**src/hdl/lcgc_pkg.sv**
```systemverilog
// Shared types and constants of the lidar column ground classifier.
package lcgc_pkg;

   localparam int COORD_BITS_DEF = 18;

   localparam int CSR_IDX_W  = 3;
   localparam int CSR_DATA_W = 15;
   localparam int HGT_W      = 13;
   localparam int SINE_W     = 15;
   localparam int STEP_W     = 12;
   localparam int FRAC_SHIFT = 30;

   // Register indexes
   typedef enum logic [CSR_IDX_W-1:0] {
      REG_SENSOR_HEIGHT = 3'd0,
      REG_FIRST_SINE    = 3'd1,
      REG_STEEP_SINE    = 3'd2,
      REG_GROUND_SINE   = 3'd3,
      REG_FLAT_SINE     = 3'd4,
      REG_HIGH_Z        = 3'd5,
      REG_STEP_UP       = 3'd6,
      REG_LOW_Z         = 3'd7
   } reg_idx_type;

   localparam logic signed [HGT_W-1:0]  RST_SENSOR_HEIGHT = -13'sd1600;
   localparam logic        [SINE_W-1:0] RST_FIRST_SINE    = 15'd2856;
   localparam logic        [SINE_W-1:0] RST_STEEP_SINE    = 15'd11207;
   localparam logic        [SINE_W-1:0] RST_GROUND_SINE   = 15'd5690;
   localparam logic        [SINE_W-1:0] RST_FLAT_SINE     = 15'd858;
   localparam logic signed [HGT_W-1:0]  RST_HIGH_Z        = -13'sd200;
   localparam logic        [STEP_W-1:0] RST_STEP_UP       = 12'd200;
   localparam logic signed [HGT_W-1:0]  RST_LOW_Z         = -13'sd1200;

   // Square steps
   localparam logic [2:0] SQ_DX = 3'd0;
   localparam logic [2:0] SQ_DY = 3'd1;
   localparam logic [2:0] SQ_DZ = 3'd2;
   localparam logic [2:0] SQ_X  = 3'd3;
   localparam logic [2:0] SQ_Y  = 3'd4;

   // Threshold slots
   localparam logic [1:0] THR_MAIN   = 2'd0;  // first-point or steep sine
   localparam logic [1:0] THR_GROUND = 2'd1;
   localparam logic [1:0] THR_FLAT   = 2'd2;

   // Scale phases
   localparam logic [1:0] PH_MUL1 = 2'd0;
   localparam logic [1:0] PH_MUL2 = 2'd1;
   localparam logic [1:0] PH_CMP  = 2'd2;

   typedef struct packed {
      logic       load;
      logic       sq_en;
      logic [2:0] sq_step;
      logic       sc_en;
      logic [1:0] sc_thr;
      logic [1:0] sc_ph;
      logic       commit;
   } cmd_type;

endpackage

```
**src/hdl/lcgc_ctrl.sv**
```systemverilog
// Sequencer of the classifier: steps the datapath through one point.
module lcgc_ctrl import lcgc_pkg::*; (
   input  logic    clock,
   input  logic    reset,
   input  logic    req_valid,
   output logic    req_stall,
   output logic    rsp_valid,
   input  logic    rsp_stall,
   output cmd_type cmd
);

   typedef enum logic [3:0] {
      ST_IDLE   = 4'b0001,
      ST_SQUARE = 4'b0010,
      ST_SCALE  = 4'b0100,
      ST_FINISH = 4'b1000
   } state_type;

   state_type  state_ff, state_in;
   logic [2:0] step_ff, step_in;
   logic [1:0] thr_ff, thr_in;
   logic [1:0] ph_ff, ph_in;
   logic       rsp_valid_ff, rsp_valid_in;

   always_comb begin
      state_in = state_ff;
      step_in  = step_ff;
      thr_in   = thr_ff;
      ph_in    = ph_ff;
      cmd      = '0;
      cmd.sq_step = step_ff;
      cmd.sc_thr  = thr_ff;
      cmd.sc_ph   = ph_ff;
      unique case (state_ff)
         ST_IDLE: begin
            if (req_valid) begin
               cmd.load = 1'b1;
               step_in  = SQ_DX;
               state_in = ST_SQUARE;
            end
         end
         ST_SQUARE: begin
            cmd.sq_en = 1'b1;
            if (step_ff == SQ_Y) begin
               thr_in   = THR_MAIN;
               ph_in    = PH_MUL1;
               state_in = ST_SCALE;
            end else begin
               step_in = step_ff + 3'd1;
            end
         end
         ST_SCALE: begin
            cmd.sc_en = 1'b1;
            if (ph_ff == PH_CMP) begin
               ph_in = PH_MUL1;
               if (thr_ff == THR_FLAT) state_in = ST_FINISH;
               else thr_in = thr_ff + 2'd1;
            end else begin
               ph_in = ph_ff + 2'd1;
            end
         end
         ST_FINISH: begin
            if (!(rsp_valid_ff && rsp_stall)) begin
               cmd.commit = 1'b1;
               state_in   = ST_IDLE;
            end
         end
         default: state_in = ST_IDLE;
      endcase
   end

   assign rsp_valid_in = cmd.commit | (rsp_valid_ff & rsp_stall);

   always_ff @(posedge clock) begin
      if (reset) begin
         state_ff     <= ST_IDLE;
         step_ff      <= '0;
         thr_ff       <= '0;
         ph_ff        <= '0;
         rsp_valid_ff <= 1'b0;
      end else begin
         state_ff     <= state_in;
         step_ff      <= step_in;
         thr_ff       <= thr_in;
         ph_ff        <= ph_in;
         rsp_valid_ff <= rsp_valid_in;
      end
   end

   assign req_stall = reset | (state_ff != ST_IDLE);
   assign rsp_valid = rsp_valid_ff;

endmodule

```
**config.mk**
```make
export PLATFORM = sky130hd
export DESIGN_NAME = lcgc_ctrl
export DESIGN_NICKNAME = d
export VERILOG_FILES = /design/src/hdl/lcgc_pkg.sv /design/src/hdl/lcgc_ctrl.sv
export SDC_FILE = /design/constraint.sdc
export NUM_CORES = 1
export LEC_CHECK = 0
export BUFFER_PORTS_ARGS = -buffer_cell sky130_fd_sc_hd__buf_4
export CAP_MARGIN = 20
export CORE_MARGIN = 2
export CORE_UTILIZATION = 48
export CTS_BUF_LIST = sky130_fd_sc_hd__clkbuf_8
export DETAILED_ROUTE_END_ITERATION = 12
export PLACE_DENSITY = 0.76
export RECOVER_POWER = 100
export SETUP_SLACK_MARGIN = 0.3
export SLEW_MARGIN = 30
export SYNTH_ARGS = -nofsm -noshare
export SYNTH_HDL_FRONTEND = slang
export SYNTH_SLANG_ARGS = --single-unit
```
**constraint.sdc**
```tcl
create_clock -name clock -period 1.6 [get_ports clock]
set_clock_uncertainty 0.15 [all_clocks]
set_input_delay 0.24 -clock clock [delete_from_list [all_inputs] [get_ports clock]]
set_output_delay 0.24 -clock clock [all_outputs]
set_load 0.02 [all_outputs]
```
Yosys cells after proc, flatten, opt, wreduce, memory -nomap -nowiden
Index checks and enable logic that the tools add are counted.
Word-level totals
  bits in registers: 12
  bits in latches: 0
  bits in writable memories: 0
  ROM bits: 0
  input bits: 4
  output and inout port bits: 13
  logic and storage cells: 54
  memories: 0
Operators by class
  add/sub/neg operators: 3
  $mul: 0
  div/mod/pow operators: 0
  order comparisons: 0
  equal/unequal tests: 15
  shift-type cells: 0
  muxes and demuxes: 21
  bitwise gates (word level): 3
  reductions and logical operators: 7
Operators with widths (count)
  4-bit two-way mux: 5
  4-bit one-hot mux with 4 select lines: 1
  2-bit inequality test (second input constant): 7
  2-bit two-way mux: 4
  2-bit one-hot mux with 2 select lines: 2
  1-bit two-way mux: 6
  3-bit two-way mux: 2
  3-bit one-hot mux with 2 select lines: 1
  5-bit AND reduction: 1
  2-bit by 1-bit adder with 2-bit output (second input constant): 2
  2-bit == test (second input constant): 2
  4-bit by 1-bit == test with 1-bit output (second input constant): 1
  4-bit by 2-bit == test with 1-bit output (second input constant): 1
  4-bit by 3-bit == test with 1-bit output (second input constant): 1
  4-bit == test (second input constant): 1
  4-bit by 1-bit inequality test with 1-bit output (second input constant): 1
  4-bit AND reduction: 1
  2-bit nonzero test: 2
  3-bit by 1-bit adder with 3-bit output (second input constant): 1
  3-bit == test (second input constant): 1
  3-bit AND reduction: 1
  1-bit bitwise OR: 2
  2-bit AND reduction: 1
  1-bit AND: 1
  1-bit logical AND: 1

Longest topological paths before layout
Gate-level depths: netlist (run 1).
  depth in word-level cells: 4
  mapped depth: 7
  mapped depth without buffers: 6

Least setup slack after synthesis (run 1)
No wires, ideal clock.
  kind: register to register
  start: register state_ff[0]
  end: register state_ff[0]
  library setup time: 0.122 ns
  arrival: 1.582 ns
  data required time: 1.328 ns
  path slack: -0.254 ns
  cell stages (with the launch flop): 6
  period minus slack after synthesis: 1.854 ns
  cell sequence: dfxtp_1 buf_2 nor4b_4 o21ai_0 o211a_1 a221o_1
On the way
  word-level cells in the longest chain between the ends: 3
  elaborated cells on any way between the ends: 11
Ends and longest elaborated chain
  start: declaration: RTL line lcgc_ctrl.sv:19  | state_type state_ff, state_in;
  start signal: assignment: RTL line lcgc_ctrl.sv:82  | state_ff <= state_in;
  4-bit == test, or another cell as far along: RTL line lcgc_ctrl.sv:34  | unique case (state_ff)
  2-bit inequality test (no source line)
  5-bit AND reduction (no source line)
Parallel ways exist; a longest one is shown, timed or not.
A chain may end at the register's enable or synchronous reset.

==> key figures, run 1 <==
Run status
  – Status: complete, but fails checks
  – Failing checks: setup timing

Timing
  – Setup TNS: -2.11 ns
  – Slew margin rel.: 75.5%
  – Final hold violation count: 0
  – Worst slew pin tran: roughly 0.37 ns
  – Max-slew violations: 0
  – Final hold slack: between 0.1 and 0.15 ns
  – Unrepaired setup endpoints after global routing: true
  – Final setup viols: 16
  – Post-layout min period: ~1.9 ns
  – Fmax: 540 MHz
  – Worst setup margin: -0.251 ns
  – Tcrit/Tclk final: 116%

Clock network
  – Root Buffer: clkbuf_8
  – Number of CTS-inserted buffers: 3
  – Sink Count: 12
  – Worst-skew pair later-pin latency: 0.25 ns
  – Clock slew at reported path FFs: 0.06 ns
  – Max H-tree Level: 1
  – TritonCTS clock tree: built
  – Worst-case clock buffer depth: 2
  – Hold-fix buffers, CTS: 0

Detailed routing
  – Iteration-0 DRC Markers: 63
  – Vias per cell: between 6 and 7
  – DRC: 0
  – Antenna Violating Nets Remaining: 0
  – Post-Route WL: 3450 microns
  – 1st-pass router iterations: 4
  – Vias: 966
  – Routed len/inst: around 24 microns

Worst setup path
  – Kind of critical path: flip-flop to output pin
  – Crit end category: output pin
  – Top delay family on crit path: simple AND/OR/NAND/NOR gates
  – CP arrival: 1.46 ns
  – Crit path cell chain: buf_6 > nor4b_4 > nand2_2 > inv_2 > buf_6
  – Crit-path max FO: 4
  – CP required: 1.21 ns
  – Critical path's slowest cell: nor4b_4
  – Most used cell, CP: buf_6
  – Worst setup path startpoint: state_ff[3]
  – Max stage delay on crit path: 0.38 ns
  – Flop2flop setup slack: -0.22 ns
  – Reg2reg start: state_ff[0]
  – Crit path launch type: flip-flop
  – CP Buf/Inv Count: 3

Yosys
  – Synth Net Count: 94
  – Register area share after synthesis: between 30 and 40%
  – Synthesized area: between 600 and 700 sq um
  – Ys flop type: dfxtp_1
  – Yosys warning total: 0
  – Async set-reset flop share out of synthesis: 0%
  – Avg Cell Area, Syn: 8.00 sq um
  – Flops & latches, synth: 12
  – EDFF count, synth: 0
  – Post-synthesis cell count: 87
  – Netlist cell types: 30

GRT
  – Global-route wire length before repair: 3610 microns
  – Vias in the first global route: 781
  – Pin count of the biggest net entering global routing: 15
  – GR Overflow Total: 0
  – Initial antenna violation count: 0
  – GRT Util Overall: between 20% and 30%

Placed design
  – GPL Wtd Cong: between 0.8 and 0.9
  – Post-placement worst setup slack: -0.138 ns
  – Hpwl dp: 1230 microns
  – Post-Place Cell Area: 915 sq um
  – I/O Buffers: 16

Worst hold path
  – Worst hold path class: input port to flip-flop
  – Hold_sp: reset

Power and ir drop
  – P_leak: 0.526 nW
  – Sw frac: 29.5%
  – Clock Power Share: 38.6%
  – Sequential Power Share: 34.3%
  – Pint: 0.000652 W
  – VDD IR max: between 0.7 and 0.8 mV
  – Pwr/cell area: 720 nW/um^2
  – Comb power frac: 27.0%
  – Sw power: 0.000273 W

Layout
  – Layout cell share with drive strength beyond 1: approximately 61%
  – Ant diodes: 0
  – Area Overhead vs Synth: 84.5%
  – Commonest non-fill, non-tap cell in the layout: buf_4
  – Layout Nets: 138
  – Most frequent cells in the layout: 24 x buf_4, 17 x buf_6, 8 x inv_1
  – Core Util, Final: 96.2%
  – Post-route cell area: 1280 sq um

Die
  – Rows: 13
  – IO Pins: 17
  – Core area: 1330 sq um
  – Initial Utilization: 52.2%
  – Die H: 42.1 microns
  – Die Area: ~1800 sq um
  – Die W: between 40 and 50 microns

Flow run
  – Max-cap violations: 0
layout make-up:
cell class	count	area (sq um)
multi-input cells	62	546
repair buffers	42	375
flip-flops and latches	12	249
clock buffers	4	55.1
fillers	28	50.0
inverters	10	40.0
well taps	15	18.8
what timing repair did:
item,in CTS,in global routing
endpoints found under the hold margin,0,0
pin swaps,11,10
cloned,0,0
setup endpoints to repair,16,17
resized for setup,23,25
setup buffers,9,7
synthesized netlist by cell type, types with 2 or more instances:
| cell | n | area share (%) |
|---|---|---|
| a211oi_1 | 2 | 2.2 |
| ha_1 | 3 | 5.4 |
| inv_2 | 2 | 1.1 |
| nor2_1 | 8 | 4.3 |
| a21oi_1 | 10 | 7.2 |
| nand2_1 | 8 | 4.3 |
| buf_2 | 2 | 1.4 |
| nand3_1 | 6 | 4.3 |
| nand2b_1 | 3 | 2.7 |
| o21ai_0 | 2 | 1.4 |
| inv_1 | 8 | 4.3 |
| nor3b_1 | 4 | 4.3 |
| dfxtp_1 | 12 | 35 |
flip-flops by register name, summed over array words and instances (netlist names):
signal,flops
thr_ff,2
rsp_valid,1
ph_ff,2
state_ff,4
step_ff,3
power groups by stage:
stage,clock (W),sequential (W),combinational (W)
final,0.000357,0.000317,0.000250
after global routing,0.000361,0.000318,0.000256
after floorplan,0,0.000318,0.0000863
after detailed placement,0,0.000321,0.000128
after CTS,0.000339,0.000317,0.000178
after global placement,0,0.000320,0.000125
path summary, 6_finish.rpt:
path	depth (start not counted)	end
setup / recovery	5	cmd[10]
hold / removal	2	step_ff[1]
setup reg to reg	6	state_ff[0]
hold reg to reg	2	step_ff[0]
worst reg2reg max path, stage by stage (launching register included):
cell,delay (ns)
dfxtp_2,0.33
buf_6,0.14
buf_4,0.14
nor3b_1,0.27
o21ai_1,0.15
o211a_1,0.19
a221o_1,0.33
cells by family after synthesis:
kind of cell,share of synthesized area (%)
AO/OA/AOI/OAI,20.9
XOR/XNOR,1.26
adder cells (fa/ha/maj),5.40
buffers and inverters,7.37
flip-flops,34.5
multiplexers,1.44
AND/OR/NAND/NOR,29.1
stage by stage:
step,total power [W],instances
3_3_place_gp,0.000445,125
4_1_cts,0.000833,138
2_1_floorplan,0.000405,87
5_1_grt,0.000936,145
3_5_place_dp,0.000449,125
6_report,0.000925,145
per-layer routing:
| metal | up-vias | global-route usage, % | routed length, microns |
|---|---|---|---|
| li1 | 395 | - | - |
| met1 | 438 | 32.1 | 1210 |
| met2 | 95 | 49.1 | 1590 |
| met3 | 38 | 4.31 | 292 |
| met4 | 0 | 11.9 | 353 |
| met5 | - | 0 | 0 |
Power figures use the tool's default switching activity.
==> run 2, diff against run 1 <==
Settings changed: CORE_UTILIZATION 48 to 50, PLACE_DENSITY 0.76 to 0.75.
Clock period 1.6 ns to 2.11 ns, I/O delays scaled along.
==> run 2 against run 1 <==
  * The flow now finishes without violations
  * Worst hold slack better by 0.068 ns
  * Final cell count decreased by 12%
  * Total power is 41% lower
  * Routed wire length down 53%
  * Clock power decreased by 42%
  * Via count is 30% lower
  * Die area shrank 3.6%
  * Critical endpoint is now cmd[0]
  * Largest cell class unchanged
==> key figures, run 2 (synthesis results as in run 1) <==
Placed design
  – Post-placement worst setup slack: 0.322 ns
  – Hpwl dp: 1040 microns
  – GPL Wtd Cong: 0.758
  – I/O Buffers: 16

Timing
  – Final hold violation count: 0
  – Max-slew violations: 0
  – Worst setup margin: around 0.16 ns
  – Unrepaired setup endpoints after global routing: true
  – Fmax: 512 MHz
  – Final setup viols: 0
  – Tcrit/Tclk final: 92.5%
  – Slew margin rel.: 69.7%
  – Worst slew pin tran: 0.448 ns
  – Setup TNS: 0 ns
  – Post-layout min period: 1.95 ns

GRT
  – Initial antenna violation count: 0
  – GRT Util Overall: 22.1%
  – GR Overflow Total: 0
  – Pin count of the biggest net entering global routing: 15
  – Global-route wire length before repair: 2420 microns
  – Vias in the first global route: 545

Power and ir drop
  – VDD IR max: 0.426 mV
  – Pwr/cell area: 601 nW/um^2
  – P_leak: 0.351 nW

Worst setup path
  – Crit path cell chain: or4b_1 > a21oi_1 > buf_4
  – Reg2reg start: state_ff[1]
  – R2R depth: 4
  – Kind of critical path: flip-flop to output pin
  – Critical path's slowest cell: or4b_1
  – CP arrival: 1.49 ns
  – Top delay family on crit path: simple AND/OR/NAND/NOR gates
  – Max stage delay on crit path: ~0.56 ns
  – Flop2flop setup slack: 0.26 ns
  – Worst setup path startpoint: state_ff[1]
  – CP Buf/Inv Count: 1
  – CP required: between 1.5 and 2 ns
  – Crit-path max FO: 5
  – Worst r2r dst: state_ff[0]
  – Crit path launch type: flip-flop
  – Crit end category: output pin

Layout
  – Ant diodes: 0
  – Core Util, Final: a little over two thirds
  – Layout cell share with drive strength beyond 1: 23.2%
  – Max FFs per register: 4
  – Commonest non-fill, non-tap cell in the layout: buf_4
  – Layout Nets: 121
  – Largest reg by FF count: state_ff
  – Area Overhead vs Synth: 30.4%
  – Top flop regs: state_ff (4), step_ff (3)
  – Fillers: between 100 and 150
  – Most frequent cells in the layout: 14 x buf_4, 10 x a21oi_1, 9 x inv_1, 9 x clkbuf_1, 9 x dfxtp_1

Detailed routing
  – Vias: 678
  – Iteration-0 DRC Markers: 24
  – Post-Route WL: ~1600 microns
  – Vias per cell: 5.34
  – 1st-pass router iterations: 4
  – Routed len/inst: 12.7 microns
  – DRC: 0
  – Antenna Violating Nets Remaining: 0

Die
  – Initial Utilization: 53.5%
  – Die W: 41.3 microns
  – Die H: 41.3 microns
  – Die Area: 1710 sq um
  – Core area: roughly 1300 sq um
  – IO Pins: 17
  – Rows: 13

Worst hold path
  – Worst hold path endpoint: state_ff[3]
  – Hold path cells: 2
  – Worst hold path class: input port to flip-flop
  – Hold_sp: reset

Clock network
  – TritonCTS clock tree: built
  – Worst-skew pair later-pin latency: 0.24 ns
  – Max H-tree Level: 1
  – Sink Count: 12
  – Root Buffer: clkbuf_8
  – Worst-case clock buffer depth: 2
  – Clock slew at reported path FFs: about 0.06 ns
  – Hold-fix buffers, CTS: 0
  – Number of CTS-inserted buffers: 3

Run status
  – Status: finished, final reports clean

Flow run
  – Max-cap violations: 0
-- run 2: cell types whose count changed in the layout (fill, tap and decap cells not counted), sizes merged --
cell	delta
clkbuf	+9
buf	-27
-- run 2: worst register-to-register path: cells and delay by family (launching register included) --
kind | cells | cell delay [ns]
AOI/OAI and AO/OA | 2 | 0.51
DFF | 1 | 0.33
buffers and inverters | 1 | 0.17
and+or+nand+nor | 1 | 0.56
-- run 2: worst max-delay path by stage --
stage                             end  slack (ns)  cells after the start
after floorplan           state_ff[0]        0.31                      5
after global placement    state_ff[0]        0.36                      3
after detailed placement     ph_ff[1]        0.32                      6
after CTS                      cmd[0]        0.25                      3
after global routing           cmd[0]        0.12                      3
final                          cmd[0]        0.16                      3
-- run 2: area by class of cell --
cell class                 count  area (sq um)  share of cell area [%]
multi-input combinational     62           407                    44.8
tap                           15          18.8                    2.07
clock buffer                   3          41.3                    4.55
inverter                      10          37.5                    4.14
timing repair buffer          25           154                    17.0
sequential                    12           249                    27.4
-- run 2: timing repair --
item,CTS,global route
pin swaps,1,0
gates resized for setup,11,1
setup buffers,4,3
setup endpoints to repair,5,4
-- run 2: per-layer routing --
| metal | global-route usage [%] | wire length (microns) | vias to the layer above |
|---|---|---|---|
| li1 | - | - | 361 |
| met1 | 27.7 | 775 | 299 |
| met2 | 36.3 | 769 | 18 |
| met3 | 4.79 | 73 | 0 |
| met4 | 9.68 | 0 | 0 |
| met5 | 0 | 0 | - |
-- run 2: power by group --
| group | internal (W) | total [W] | switching [W] |
|---|---|---|---|
| clock network | 0.000126 | 0.000207 | 0.0000819 |
| registers | 0.000233 | 0.000240 | 0.00000718 |
| logic | 0.0000479 | 0.0000984 | 0.0000505 |
| total | 0.000406 | 0.000545 | 0.000140 |
-- run 2: stage by stage --
stage               instance area [sq um]  hold WS (ns)  total power [W]  std cells
floorplan                             696         0.249         0.000298         87
global placement                      836         0.339         0.000324        117
detailed placement                    836         0.348         0.000325        117
CTS                                   937         0.189         0.000543        124
global route                          907         0.201         0.000570        127
finish                                907         0.192         0.000545        127
==> run 3, diff against run 2 <==
Settings changed: CORE_UTILIZATION 50 to 26, PLACE_DENSITY 0.75 to unset.
==> run 3 against run 2 <==
  * Die area grew 82%
  * Routed wire length grew 2.1%
  * Combinational power shrank 9.3%
  * Sequential power is essentially flat
  * Critical path type unchanged
==> key figures, run 3 (synthesis results as in run 1) <==
Run status
  – Status: finished, final reports clean

Timing
  – Slew margin rel.: 71.8%
  – Final hold violation count: 0
  – Final setup viols: 0
  – Worst slew pin tran: 0.422 ns
  – Max-slew violations: 0
  – Tcrit/Tclk final: 91.6%
  – Setup TNS: 0 ns
  – Fmax: 517 MHz
  – Unrepaired setup endpoints after global routing: true
  – Post-layout min period: about 1.9 ns

Layout
  – Layout Nets: 122
  – Most frequent cells in the layout: 13 x buf_4, 10 x clkbuf_1, 9 x inv_1, 9 x a21oi_1, 9 x dfxtp_1
  – Ant diodes: 0
  – Layout cell share with drive strength beyond 1: about a quarter
  – Fillers: 269
  – Commonest non-fill, non-tap cell in the layout: buf_4
  – Max FFs per register: 4
  – Largest reg by FF count: state_ff
  – Fin cells: 144
  – Top flop regs: state_ff (4), step_ff (3)
  – Post-route cell area: between 900 and 1000 sq um
  – Area Overhead vs Synth: 38.1%

Placed design
  – Post-Place Cell Area: 855 sq um
  – Hpwl dp: 1120 microns
  – Inst Count DP: 132
  – I/O Buffers: 16
  – GPL Wtd Cong: approximately 0.80

Clock network
  – TritonCTS clock tree: built
  – Root Buffer: clkbuf_8
  – Sink Count: 12
  – Worst-skew pair later-pin latency: 0.24 ns
  – Max H-tree Level: 1
  – Number of CTS-inserted buffers: 3
  – Hold-fix buffers, CTS: 0
  – Worst-case clock buffer depth: 2
  – Clock slew at reported path FFs: ~0.060 ns

Worst setup path
  – Crit path cell chain: or4b_1 > a21oi_2 > buf_6
  – Stages on worst setup path: 3
  – Top delay family on crit path: simple AND/OR/NAND/NOR gates
  – Worst setup path startpoint: state_ff[0]
  – Worst r2r dst: state_ff[0]
  – Critical path's slowest cell: or4b_1
  – R2R depth: 4
  – Worst setup path endpoint: cmd[0]
  – Crit end category: output pin
  – Crit-path max FO: 5
  – CP arrival: 1.47 ns
  – Kind of critical path: flip-flop to output pin
  – CP required: 1.64 ns
  – CP Buf/Inv Count: 1
  – Flop2flop setup slack: 0.21 ns
  – Reg2reg start: state_ff[0]
  – Crit path launch type: flip-flop
  – Max stage delay on crit path: ~0.60 ns

Power and ir drop
  – P_leak: 0.367 nW
  – Pwr/cell area: 607 nW/um^2
  – VDD IR max: approximately 0.63 mV

Die
  – Die Area: roughly 3100 sq um
  – Die W: 55.7 microns
  – Initial Utilization: between 20% and 30%
  – IO Pins: 17
  – Rows: 18
  – Core area: 2500 sq um
  – Die H: 55.7 microns

Detailed routing
  – Iteration-0 DRC Markers: 20
  – Post-Route WL: 1650 microns
  – Vias: 702
  – Antenna Violating Nets Remaining: 0
  – DRC: 0
  – Routed len/inst: 11.5 microns
  – 1st-pass router iterations: 4
  – Vias per cell: between 4 and 5

GRT
  – Pin count of the biggest net entering global routing: 15
  – Vias in the first global route: 618
  – GR Overflow Total: 0
  – Global-route wire length before repair: 2700 microns
  – Initial antenna violation count: 0
  – GRT Util Overall: 10.8%

Worst hold path
  – Worst hold path class: input port to flip-flop

Flow run
  – Max-cap violations: 0
run 3: area by class of cell:
| type | count | area (sq um) | area share, % |
|---|---|---|---|
| tap | 30 | 37.5 | 3.91 |
| clock buffer | 4 | 55.1 | 5.73 |
| sequential | 12 | 251 | 26.2 |
| inverter | 10 | 37.5 | 3.91 |
| timing repair buffer | 26 | 165 | 17.2 |
| multi-input combinational | 62 | 414 | 43.1 |
run 3: per-stage QoR:
stage               util [%]  setup slack (ns)  hold WS (ns)  total power [W]
finish                  38.4             0.178         0.189         0.000583
detailed placement      34.2             0.323         0.357         0.000325
global placement        34.2             0.327         0.346         0.000324
CTS                     38.2             0.212         0.188         0.000597
floorplan                  -             0.305         0.249         0.000298
global route            38.4            0.0889         0.207         0.000618
run 3: worst min path at each step:
stage	startpoint	to	cells after the start
floorplan	reset	step_ff[2]	1
CTS	reset	state_ff[1]	2
global placement	step_ff[0]	step_ff[0]	2
global route	reset	state_ff[2]	2
finish	reset	state_ff[2]	2
detailed placement	step_ff[0]	step_ff[0]	2
run 3: timing repair:
item	4_1_cts	5_1_grt
resized for setup	9	5
buffers inserted	3	5
endpoints found under the hold margin	0	0
pin swaps	1	2
endpoints found under the setup margin	4	7
run 3: layer usage:
metal | vias to the layer above | share of wire, % | GRT usage [%]
li1 | 361 | - | -
met1 | 322 | 47 | 13.3
met2 | 19 | 48 | 17.9
met3 | 0 | 5.1 | 4.19
met4 | 0 | 0 | 2.09
met5 | - | 0 | 0
run 3: power by group:
| part | leakage [nW] | internal (W) | switching (W) |
|---|---|---|---|
| registers | 0.0995 | 0.000230 | 0.00000752 |
| logic | 0.239 | 0.0000414 | 0.0000479 |
| clock network | 0.0288 | 0.000165 | 0.0000914 |
| total | 0.367 | 0.000437 | 0.000147 |
run 3: worst register-to-register path, cell delays in order (launching register included):
cell and delay [ns]:
dfxtp_1 0.35, or4b_1 0.60, clkbuf_4 0.18, o211a_1 0.22, a221o_1 0.29
